[src/rtl/swm_pkg.sv]
`timescale 1ns / 1ps
package swm_pkg;

    localparam int SAMPLE_W   = 32;
    localparam int WINDOW_MAX = 64;
    localparam int IDX_W      = $clog2(WINDOW_MAX);
    localparam int CNT_W      = $clog2(WINDOW_MAX + 1);
    localparam int WSIZE_W    = 7;
    localparam int ENTRY_W    = SAMPLE_W + CNT_W;
    localparam int PADDR_W    = 3;
    localparam int PDATA_W    = 32;

    // register index as seen on paddr[2]
    localparam logic REG_WINDOW_SIZE = 1'b0;

    typedef struct packed {
        logic signed [SAMPLE_W-1:0] value;
        logic [CNT_W-1:0]           stamp;
    } t_entry;

endpackage

[src/rtl/swm_if.sv]
`timescale 1ns / 1ps
interface swm_in_if;
    logic                                valid;
    logic                                ready;
    logic signed [swm_pkg::SAMPLE_W-1:0] sample;
    logic                                start_req;

    modport source (output valid, output sample, output start_req, input ready);
    modport sink   (input valid, input sample, input start_req, output ready);
endinterface

interface swm_out_if;
    logic                                valid;
    logic                                ready;
    logic signed [swm_pkg::SAMPLE_W-1:0] window_max;

    modport source (output valid, output window_max, input ready);
    modport sink   (input valid, input window_max, output ready);
endinterface

[src/rtl/swm_ram.sv]
`timescale 1ns / 1ps
module swm_ram #(
    parameter int WIDTH = 8,
    parameter int DEPTH = 16
) (
    input  logic                     i_clk,
    input  logic                     i_we,
    input  logic [$clog2(DEPTH)-1:0] i_waddr,
    input  logic [WIDTH-1:0]         i_wdata,
    input  logic                     i_re,
    input  logic [$clog2(DEPTH)-1:0] i_raddr,
    output logic [WIDTH-1:0]         o_rdata
);

    logic [WIDTH-1:0] r_mem [DEPTH];
    logic [WIDTH-1:0] r_rdata;

    always_ff @(posedge i_clk) begin
        if (i_we) begin
            r_mem[i_waddr] <= i_wdata;
        end
        if (i_re) begin
            r_rdata <= r_mem[i_raddr];
        end
    end

    assign o_rdata = r_rdata;

endmodule

[src/rtl/swm_cmp.sv]
`timescale 1ns / 1ps
module swm_cmp (
    input  logic signed [swm_pkg::SAMPLE_W-1:0] i_a,
    input  logic signed [swm_pkg::SAMPLE_W-1:0] i_b,
    output logic                                o_lt
);

    // signed less-than, shared by the age check and the value check
    assign o_lt = (i_a < i_b);

endmodule

[src/rtl/sliding_window_maximum_unit.sv]
`timescale 1ns / 1ps
// sliding window maximum, one shared comparator under a sequencer, one sample at a time
// steps per sample: front checks drop expired entries, back checks pop smaller ones, then a push
//   and, once the window has filled, a front read and the result load, which waits on a full result register
// the result beat is offered from a registered output
// reset (synchronous, active low): empty queue, zero sample count, window size 1;
//   the candidate ram is not cleared, only entries below the fill count are ever used
module sliding_window_maximum_unit (
    input  logic                        i_clk,
    input  logic                        i_rst_n,
    swm_in_if.sink                      i_in,
    swm_out_if.source                   o_out,
    input  logic                        psel,
    input  logic                        penable,
    input  logic                        pwrite,
    input  logic [swm_pkg::PADDR_W-1:0] paddr,
    input  logic [swm_pkg::PDATA_W-1:0] pwdata,
    output logic [swm_pkg::PDATA_W-1:0] prdata,
    output logic                        pready
);

    // sequencer codes
    localparam logic [2:0] S_IDLE = 3'd0;  // waiting for a sample beat
    localparam logic [2:0] S_FRD  = 3'd1;  // read queue front
    localparam logic [2:0] S_FCMP = 3'd2;  // front expired? then drop it
    localparam logic [2:0] S_BRD  = 3'd3;  // read queue back
    localparam logic [2:0] S_BCMP = 3'd4;  // back smaller than sample? then pop it
    localparam logic [2:0] S_WR   = 3'd5;  // push sample, fetch front for the result
    localparam logic [2:0] S_RES  = 3'd6;  // load output register

    logic [2:0]                         r_state, n_state;
    logic [swm_pkg::CNT_W-1:0]          r_count, n_count;     // queue fill count
    logic [swm_pkg::IDX_W-1:0]          r_head, n_head;       // queue front in the ring
    logic [swm_pkg::CNT_W-1:0]          r_seen, n_seen;       // saturating sample count
    logic [swm_pkg::CNT_W-1:0]          r_time, n_time;       // arrival stamp counter
    logic [swm_pkg::CNT_W-1:0]          r_cur, n_cur;         // stamp of the sample in work
    logic signed [swm_pkg::SAMPLE_W-1:0] r_sample, n_sample;
    logic                               r_use_s, n_use_s;     // result is the sample itself
    logic [swm_pkg::WSIZE_W-1:0]        r_wsize;
    logic                               r_out_valid, n_out_valid;
    logic signed [swm_pkg::SAMPLE_W-1:0] r_out_data, n_out_data;

    // effective window length, zero treated as one, clipped to the capacity
    logic [swm_pkg::CNT_W-1:0] k_eff;
    always_comb begin
        if (r_wsize == '0) begin
            k_eff = swm_pkg::CNT_W'(1);
        end else if (int'(r_wsize) > swm_pkg::WINDOW_MAX) begin
            k_eff = swm_pkg::CNT_W'(swm_pkg::WINDOW_MAX);
        end else begin
            k_eff = swm_pkg::CNT_W'(r_wsize);
        end
    end

    // apb register
    logic cfg_wr;
    assign cfg_wr = psel && penable && pwrite && pready;
    assign pready = 1'b1;
    assign prdata = swm_pkg::PDATA_W'(r_wsize);

    always_ff @(posedge i_clk) begin
        if (!i_rst_n) begin
            r_wsize <= swm_pkg::WSIZE_W'(1);
        end else if (cfg_wr && (paddr[2] == swm_pkg::REG_WINDOW_SIZE)) begin
            r_wsize <= pwdata[swm_pkg::WSIZE_W-1:0];
        end
    end

    // candidate queue ram, ring addressed from r_head
    logic                        ram_we, ram_re;
    logic [swm_pkg::IDX_W-1:0]   ram_waddr, ram_raddr;
    swm_pkg::t_entry             ram_wdata, ram_rdata;
    logic [swm_pkg::ENTRY_W-1:0] ram_rbits;

    swm_ram #(
        .WIDTH (swm_pkg::ENTRY_W),
        .DEPTH (swm_pkg::WINDOW_MAX)
    ) u_ram (
        .i_clk   (i_clk),
        .i_we    (ram_we),
        .i_waddr (ram_waddr),
        .i_wdata (ram_wdata),
        .i_re    (ram_re),
        .i_raddr (ram_raddr),
        .o_rdata (ram_rbits)
    );

    assign ram_rdata = swm_pkg::t_entry'(ram_rbits);

    // shared comparator: age vs window in S_FCMP, back value vs sample otherwise
    logic [swm_pkg::CNT_W-1:0]           front_age;
    logic signed [swm_pkg::SAMPLE_W-1:0] cmp_a, cmp_b;
    logic                                cmp_lt;

    assign front_age = r_cur - ram_rdata.stamp;  // ages stay below the stamp wrap

    always_comb begin
        if (r_state == S_FCMP) begin
            cmp_a = swm_pkg::SAMPLE_W'(front_age);
            cmp_b = swm_pkg::SAMPLE_W'(k_eff);
        end else begin
            cmp_a = ram_rdata.value;
            cmp_b = r_sample;
        end
    end

    swm_cmp u_cmp (
        .i_a  (cmp_a),
        .i_b  (cmp_b),
        .o_lt (cmp_lt)
    );

    logic in_beat, out_free;
    logic [swm_pkg::CNT_W:0]   seen_inc;
    logic [swm_pkg::CNT_W-1:0] seen_base;

    assign i_in.ready = (r_state == S_IDLE);
    assign in_beat    = i_in.valid && i_in.ready;
    assign out_free   = !r_out_valid || o_out.ready;
    assign seen_base  = i_in.start_req ? '0 : r_seen;
    assign seen_inc   = {1'b0, seen_base} + (swm_pkg::CNT_W + 1)'(1);

    always_comb begin
        n_state     = r_state;
        n_count     = r_count;
        n_head      = r_head;
        n_seen      = r_seen;
        n_time      = r_time;
        n_cur       = r_cur;
        n_sample    = r_sample;
        n_use_s     = r_use_s;
        n_out_valid = r_out_valid;
        n_out_data  = r_out_data;
        ram_we      = 1'b0;
        ram_re      = 1'b0;
        ram_waddr   = r_head + r_count[swm_pkg::IDX_W-1:0];
        ram_raddr   = r_head;
        ram_wdata   = '{value: r_sample, stamp: r_cur};

        // result beat taken
        if (r_out_valid && o_out.ready) begin
            n_out_valid = 1'b0;
        end

        case (r_state)
            S_IDLE: begin
                if (in_beat) begin
                    n_sample = i_in.sample;
                    n_cur    = r_time;
                    n_time   = r_time + swm_pkg::CNT_W'(1);
                    if (i_in.start_req) begin
                        n_count = '0;
                    end
                    // saturate at the window, also clamps after a shrink
                    if (seen_inc > {1'b0, k_eff}) begin
                        n_seen = k_eff;
                    end else begin
                        n_seen = seen_inc[swm_pkg::CNT_W-1:0];
                    end
                    n_state = S_FRD;
                end
            end
            S_FRD: begin
                if (r_count == '0) begin
                    n_state = S_BRD;
                end else begin
                    ram_re    = 1'b1;
                    ram_raddr = r_head;
                    n_state   = S_FCMP;
                end
            end
            S_FCMP: begin
                // age >= window: entry has left the window
                if (!cmp_lt) begin
                    n_head  = r_head + swm_pkg::IDX_W'(1);
                    n_count = r_count - swm_pkg::CNT_W'(1);
                    n_state = S_FRD;
                end else begin
                    n_state = S_BRD;
                end
            end
            S_BRD: begin
                if (r_count == '0) begin
                    n_state = S_WR;
                end else begin
                    ram_re    = 1'b1;
                    ram_raddr = r_head + r_count[swm_pkg::IDX_W-1:0] - swm_pkg::IDX_W'(1);
                    n_state   = S_BCMP;
                end
            end
            S_BCMP: begin
                // strictly smaller back entry can never be a maximum again
                if (cmp_lt) begin
                    n_count = r_count - swm_pkg::CNT_W'(1);
                    n_state = S_BRD;
                end else begin
                    n_state = S_WR;
                end
            end
            S_WR: begin
                if (int'(r_count) < swm_pkg::WINDOW_MAX) begin
                    ram_we  = 1'b1;
                    n_count = r_count + swm_pkg::CNT_W'(1);
                end
                n_use_s = (r_count == '0);
                if (r_seen == k_eff) begin
                    ram_re    = 1'b1;
                    ram_raddr = r_head;
                    n_state   = S_RES;
                end else begin
                    n_state = S_IDLE;
                end
            end
            S_RES: begin
                if (out_free) begin
                    n_out_valid = 1'b1;
                    n_out_data  = r_use_s ? r_sample : ram_rdata.value;
                    n_state     = S_IDLE;
                end
            end
            default: begin
                n_state = S_IDLE;
            end
        endcase
    end

    always_ff @(posedge i_clk) begin
        if (!i_rst_n) begin
            r_state     <= S_IDLE;
            r_count     <= '0;
            r_head      <= '0;
            r_seen      <= '0;
            r_time      <= '0;
            r_out_valid <= 1'b0;
        end else begin
            r_state     <= n_state;
            r_count     <= n_count;
            r_head      <= n_head;
            r_seen      <= n_seen;
            r_time      <= n_time;
            r_out_valid <= n_out_valid;
        end
    end

    // payload, no reset needed
    always_ff @(posedge i_clk) begin
        r_cur      <= n_cur;
        r_sample   <= n_sample;
        r_use_s    <= n_use_s;
        r_out_data <= n_out_data;
    end

    assign o_out.valid      = r_out_valid;
    assign o_out.window_max = r_out_data;

endmodule

[src/flat_wrapper.sv]
// flat-port wrapper written by rule: the top's interface ports become plain ports
module sliding_window_maximum_unit_flat 
  (i_clk, i_rst_n, psel, penable, pwrite, paddr, pwdata, prdata, pready, i_in_valid, i_in_sample, i_in_start_req, i_in_ready, o_out_valid, o_out_window_max, o_out_ready);
  swm_in_if i_in_i ();
  swm_out_if o_out_i ();
  input  logic i_clk;
  input  logic i_rst_n;
  input  logic psel;
  input  logic penable;
  input  logic pwrite;
  input  logic [swm_pkg::PADDR_W-1:0] paddr;
  input  logic [swm_pkg::PDATA_W-1:0] pwdata;
  output logic [swm_pkg::PDATA_W-1:0] prdata;
  output logic pready;
  input wire logic [$bits(i_in_i.valid)-1:0] i_in_valid;
  input wire logic [$bits(i_in_i.sample)-1:0] i_in_sample;
  input wire logic [$bits(i_in_i.start_req)-1:0] i_in_start_req;
  output wire logic [$bits(i_in_i.ready)-1:0] i_in_ready;
  output wire logic [$bits(o_out_i.valid)-1:0] o_out_valid;
  output wire logic [$bits(o_out_i.window_max)-1:0] o_out_window_max;
  input wire logic [$bits(o_out_i.ready)-1:0] o_out_ready;
  assign i_in_i.valid = i_in_valid;
  assign i_in_i.sample = i_in_sample;
  assign i_in_i.start_req = i_in_start_req;
  assign i_in_ready = i_in_i.ready;
  assign o_out_valid = o_out_i.valid;
  assign o_out_window_max = o_out_i.window_max;
  assign o_out_i.ready = o_out_ready;
  sliding_window_maximum_unit u_core (.i_clk(i_clk), .i_rst_n(i_rst_n), .i_in(i_in_i), .o_out(o_out_i), .psel(psel), .penable(penable), .pwrite(pwrite), .paddr(paddr), .pwdata(pwdata), .prdata(prdata), .pready(pready));
endmodule
[config.mk]
export PLATFORM = sky130hd
export DESIGN_NAME = sliding_window_maximum_unit_flat
export DESIGN_NICKNAME = d
export VERILOG_FILES = /design/src/rtl/swm_pkg.sv /design/src/rtl/swm_if.sv /design/src/rtl/swm_ram.sv /design/src/rtl/swm_cmp.sv /design/src/rtl/sliding_window_maximum_unit.sv /design/src/flat_wrapper.sv
export SDC_FILE = /design/constraint.sdc
export NUM_CORES = 2
export LEC_CHECK = 0
export BUFFER_PORTS_ARGS = -buffer_cell sky130_fd_sc_hd__buf_2
export CORE_UTILIZATION = 40
export CTS_CLUSTER_SIZE = 40
export DETAILED_ROUTE_END_ITERATION = 7
export PLACE_DENSITY = 0.63
export SYNTH_ARGS = -nofsm -noshare
export SYNTH_HDL_FRONTEND = slang
export SYNTH_SLANG_ARGS = --single-unit
[constraint.sdc]
create_clock -name i_clk -period 10.84 [get_ports i_clk]
set_clock_uncertainty 0.1 [all_clocks]
set_input_delay 3.252 -clock i_clk [delete_from_list [all_inputs] [get_ports i_clk]]
set_output_delay 3.252 -clock i_clk [all_outputs]
set_load 0.005 [all_outputs]
==> qor.json <==
{
  "die_x": {"value": 518, "unit": "um"},
  "io-pin-count": {"value": 142},
  "worst_pin_slew": {"value": 1.37, "unit": "ns"},
  "cp_data_required_time": {"value": 11.41, "unit": "ns"},
  "critPathMaxStageDelay": {"value": 0.75, "unit": "ns"},
  "largest_net_degree_at_the_start_of_global_routing": {"value": 195},
  "syn_area": {"value": 106000, "unit": "um^2"},
  "final_report_setup_violation_count": {"value": 0},
  "num-fill-cells": {"value": 23004},
  "post-place-ws": {"value": 4.55, "unit": "ns"},
  "place_area": {"value": 111000, "unit": "um^2"},
  "design.core.area": {"value": 263000, "unit": "um^2"},
  "totalWireLength": {"value": 312000, "unit": "um"},
  "tritoncts_buffers": {"value": 278},
  "design.die.area": {"value": 268000, "unit": "um^2"},
  "final_hold_viol_count": {"value": 0},
  "crit_path_launch_type": {"value": "register"},
  "cp.depth": {"value": 10},
  "critical_path.cell_chain": {"value": "fa_1 > nor3_2 > xnor3_1 > mux2i_4 > buf_4 > nor2_4 > buf_4 > a31oi_1 > nand4_1 > and4b_1"},
  "h-tree-depth": {"value": 5},
  "final_net_count": {"value": 8228},
  "layout.area.seq": {"value": 79000, "unit": "um^2"},
  "holdCritStartpoint": {"value": "u_core.r_time[6]"},
  "finalCoreUtilization": {"value": 45.4, "unit": "%"},
  "netlist-cell-type-count": {"value": 79},
  "grt_setup_unrepaired": {"value": "no"},
  "avgSynthCellArea": {"value": 13.2, "unit": "um^2"},
  "path_buf_inv": {"value": 2},
  "clock_sinks": {"value": 2645},
  "max_slew_margin": {"value": 8.34, "unit": "%"},
  "post-synth-top-area-fraction": {"value": 73.6, "unit": "%"},
  "design_area": {"value": 120000, "unit": "um^2"},
  "fmaxAchievable": {"value": 0.161, "unit": "GHz"},
  "hold_depth": {"value": 0},
  "holdPathEnd": {"value": "u_core.r_cur[6]"},
  "worstReg2RegEnd": {"value": "u_core.u_ram.o_rdata[14]"},
  "dominantRegCellSynth": {"value": "sky130_fd_sc_hd__edfxtp_1"},
  "synth_enable_flop_cells": {"value": 2607},
  "power_density": {"value": 193, "unit": "nW/um^2"},
  "cts_hold_buf": {"value": 0},
  "grt_util_all_layers": {"value": 22.7, "unit": "%"},
  "fin_crit_sh": {"value": 57.3, "unit": "%"},
  "share_of_cells_above_drive_strength_1": {"value": 9.62, "unit": "%"},
  "gpl.final_weighted_congestion": {"value": 0.866},
  "clock-root-buffer": {"value": "sky130_fd_sc_hd__clkbuf_16"},
  "slew_violations": {"value": 0},
  "layout_commonest_cell": {"value": "sky130_fd_sc_hd__edfxtp_1"},
  "area_of_the_multi_input_gates": {"value": 25400, "unit": "um^2"},
  "timing.critical_path.slowest_stage_cell": {"value": "sky130_fd_sc_hd__dfxtp_1"},
  "period_minus_slack": {"value": 6.21, "unit": "ns"},
  "initial_utilization": {"value": 40.4, "unit": "%"},
  "synth_area_leader_cell": {"value": "sky130_fd_sc_hd__edfxtp_1"},
  "cp_common_cell": {"value": "sky130_fd_sc_hd__buf_4"},
  "cts_post_setup_buffers_inserted": {"value": 0},
  "r2r_setup_slack": {"value": 4.63, "unit": "ns"},
  "synth_seq_area_share": {"value": 74.3, "unit": "%"},
  "timing.critical_path.max_delay_family": {"value": "simple AND/OR/NAND/NOR gates"},
  "tritoncts_clock_tree": {"value": "built"},
  "ys_seq_elements": {"value": 2645},
  "critPathKind": {"value": "reg2reg"},
  "async_flop_share": {"value": 0, "unit": "%"},
  "grt_antenna_before_repair": {"value": 29},
  "via_count": {"value": 68084},
  "clock_insertion_delay_worst_skew": {"value": 0.94, "unit": "ns"},
  "avgViaCountPerCell": {"value": 5.77},
  "number_of_placement_rows": {"value": 188},
  "status": {"value": "complete, no violations"},
  "cap_viol_max_count": {"value": 0},
  "launch_point_of_the_critical_path": {"value": "u_core.r_head[1]"},
  "path_clk_slew": {"value": 0.06, "unit": "ns"},
  "rr_worst_depth": {"value": 10},
  "crit-reg2reg-launch": {"value": "u_core.r_head[1]"},
  "postLayoutSetupSlackWorst": {"value": 4.63, "unit": "ns"},
  "grt_first_pass_wirelength": {"value": 445000, "unit": "um"},
  "fin_setup_tns": {"value": 0, "unit": "ns"},
  "static-leakage-power": {"value": 40.6, "unit": "nW"},
  "place.detailed.hpwl": {"value": 163000, "unit": "um"},
  "netlist_instances": {"value": 8041},
  "overflow_left_after_global_routing": {"value": 0},
  "end_kind": {"value": "register"},
  "crit_path_max_fanout": {"value": 61},
  "total_power": {"value": 23.1, "unit": "mW"},
  "area_delta_synth_final": {"value": 12.4, "unit": "%"},
  "timing.critical_path.arrival": {"value": 6.78, "unit": "ns"},
  "height_of_the_die": {"value": 518, "unit": "um"},
  "placement.io_buffers": {"value": 88},
  "post_cts_resized": {"value": 0},
  "drt_iter0_drc": {"value": 9022},
  "most_used_cells_in_the_layout_excluding_fill_and_tap_cells": {"value": "sky130_fd_sc_hd__edfxtp_1 (2607), sky130_fd_sc_hd__nand2_1 (2208), sky130_fd_sc_hd__nand3_1 (994)"},
  "synth_top_cells_by_area": {"value": "sky130_fd_sc_hd__edfxtp_1 (74%), sky130_fd_sc_hd__nand2_1 (7.8%), sky130_fd_sc_hd__nand3_1 (4.7%)"},
  "irDropWorstVdd": {"value": 0.209, "unit": "mV"},
  "antenna_left": {"value": 0},
  "dr.pass1.iters": {"value": 8},
  "synth_warnings": {"value": 0},
  "drt_drc_violations_left": {"value": 0},
  "number_of_global_route_vias_before_repair": {"value": 64067},
  "max-clock-path-buffers": {"value": 4},
  "wire_per_inst": {"value": 26.5, "unit": "um"},
  "worstHoldPathType": {"value": "reg2reg"}
}
==> stage by stage <==
step,hold slack (ns),instances
floorplan,0.317,8065
global placement,0.333,11325
detailed placement,0.344,11325
CTS,0.338,11788
global route,0.373,11789
finish,0.363,11801
==> power breakdown <==
group	total [mW]	switching, mW	internal (mW)	leakage (nW)
registers	11.6	0.0663	11.6	23.8
clock network	8.95	3.77	5.18	4.08
logic	2.52	1.87	0.654	12.7
==> area by class of cell <==
type,count,share of cell area (%)
Antenna cell,13,0.0272
Clock buffer,337,6.13
Multi-Input combinational cell,4833,21.3
Sequential cell,2645,66.1
Clock inverter,126,0.832
Tap cell,3515,3.68
Timing Repair Buffer,301,1.84
Inverter,31,0.0973
==> Yosys cell counts (all sizes together), types with 21 or more instances <==
master,n
edfxtp,2607
nand2,2211
nand3,994
buf,354
a21oi,290
clkbuf,202
and3,141
a31oi,133
mux2i,115
nor2,106
nor4,76
a311oi,74
o21ai,67
o22ai,62
ha,60
nand4,49
dfxtp,38
nor2b,38
a22o,37
mux2,36
a32oi,34
inv,30
o221ai,25
xnor2,22
or3,21
==> layer usage <==
| layer | track usage, % | part of all wire [%] | up-vias |
|---|---|---|---|
| met1 | 29.9 | 38 | 34095 |
| li1 | - | - | 29763 |
| met3 | 4.84 | 11 | 606 |
| met2 | 36.4 | 46 | 3606 |
| met5 | 0 | 0.037 | - |
| met4 | 9.69 | 4.6 | 14 |
==> kinds of logic (layout without fill, tap and decap cells) <==
family | Yosys count | in the layout | synth area share (%)
muxes | 151 | 151 | 1.47
buffers and inverters | 587 | 795 | 2.57
adders and majority gates | 63 | 63 | 0.762
and+or+nand+nor | 3714 | 3714 | 15.3
xor gates and xnor gates | 42 | 42 | 0.380
DFF | 2645 | 2645 | 74.3
AOI/OAI and AO/OA | 837 | 837 | 5.15
other | 2 | 39 | 0.00706
==> worst max path at each step <==
stage / to / slack (ns)
after detailed placement: u_core.r_seen[6] / 4.55
after global placement: u_core.r_seen[1] / 4.54
after CTS: u_core.u_ram.o_rdata[14] / 4.84
final: u_core.u_ram.o_rdata[14] / 4.63
after floorplan: u_core.u_ram.r_mem[11][0] / 4.59
after global routing: u_core.u_ram.o_rdata[14] / 4.51
==> worst register-to-register path, cell delays in order (launching register included) <==
cell	delay, ns
sky130_fd_sc_hd__dfxtp_1	0.75
sky130_fd_sc_hd__fa_1	0.64
sky130_fd_sc_hd__nor3_2	0.34
sky130_fd_sc_hd__xnor3_1	0.31
sky130_fd_sc_hd__mux2i_4	0.64
sky130_fd_sc_hd__buf_4	0.72
sky130_fd_sc_hd__nor2_4	0.38
sky130_fd_sc_hd__buf_4	0.42
sky130_fd_sc_hd__a31oi_1	0.32
sky130_fd_sc_hd__nand4_1	0.74
sky130_fd_sc_hd__and4b_1	0.60
==> sequential cells by signal (all words and copies together) (netlist names) <==
signal                   cells
u_core.r_head                6
u_core.r_wsize               7
u_core.r_sample             32
u_core.r_seen                7
u_core.u_ram.o_rdata        39
u_core.r_state               3
u_core.r_count               7
u_core.o_out.window_max     32
u_core.o_out.valid           1
u_core.u_ram.r_mem        2496
u_core.r_cur                 7
u_core.r_time                7
u_core.r_use_s               1
(Power assumes the default switching activity.)
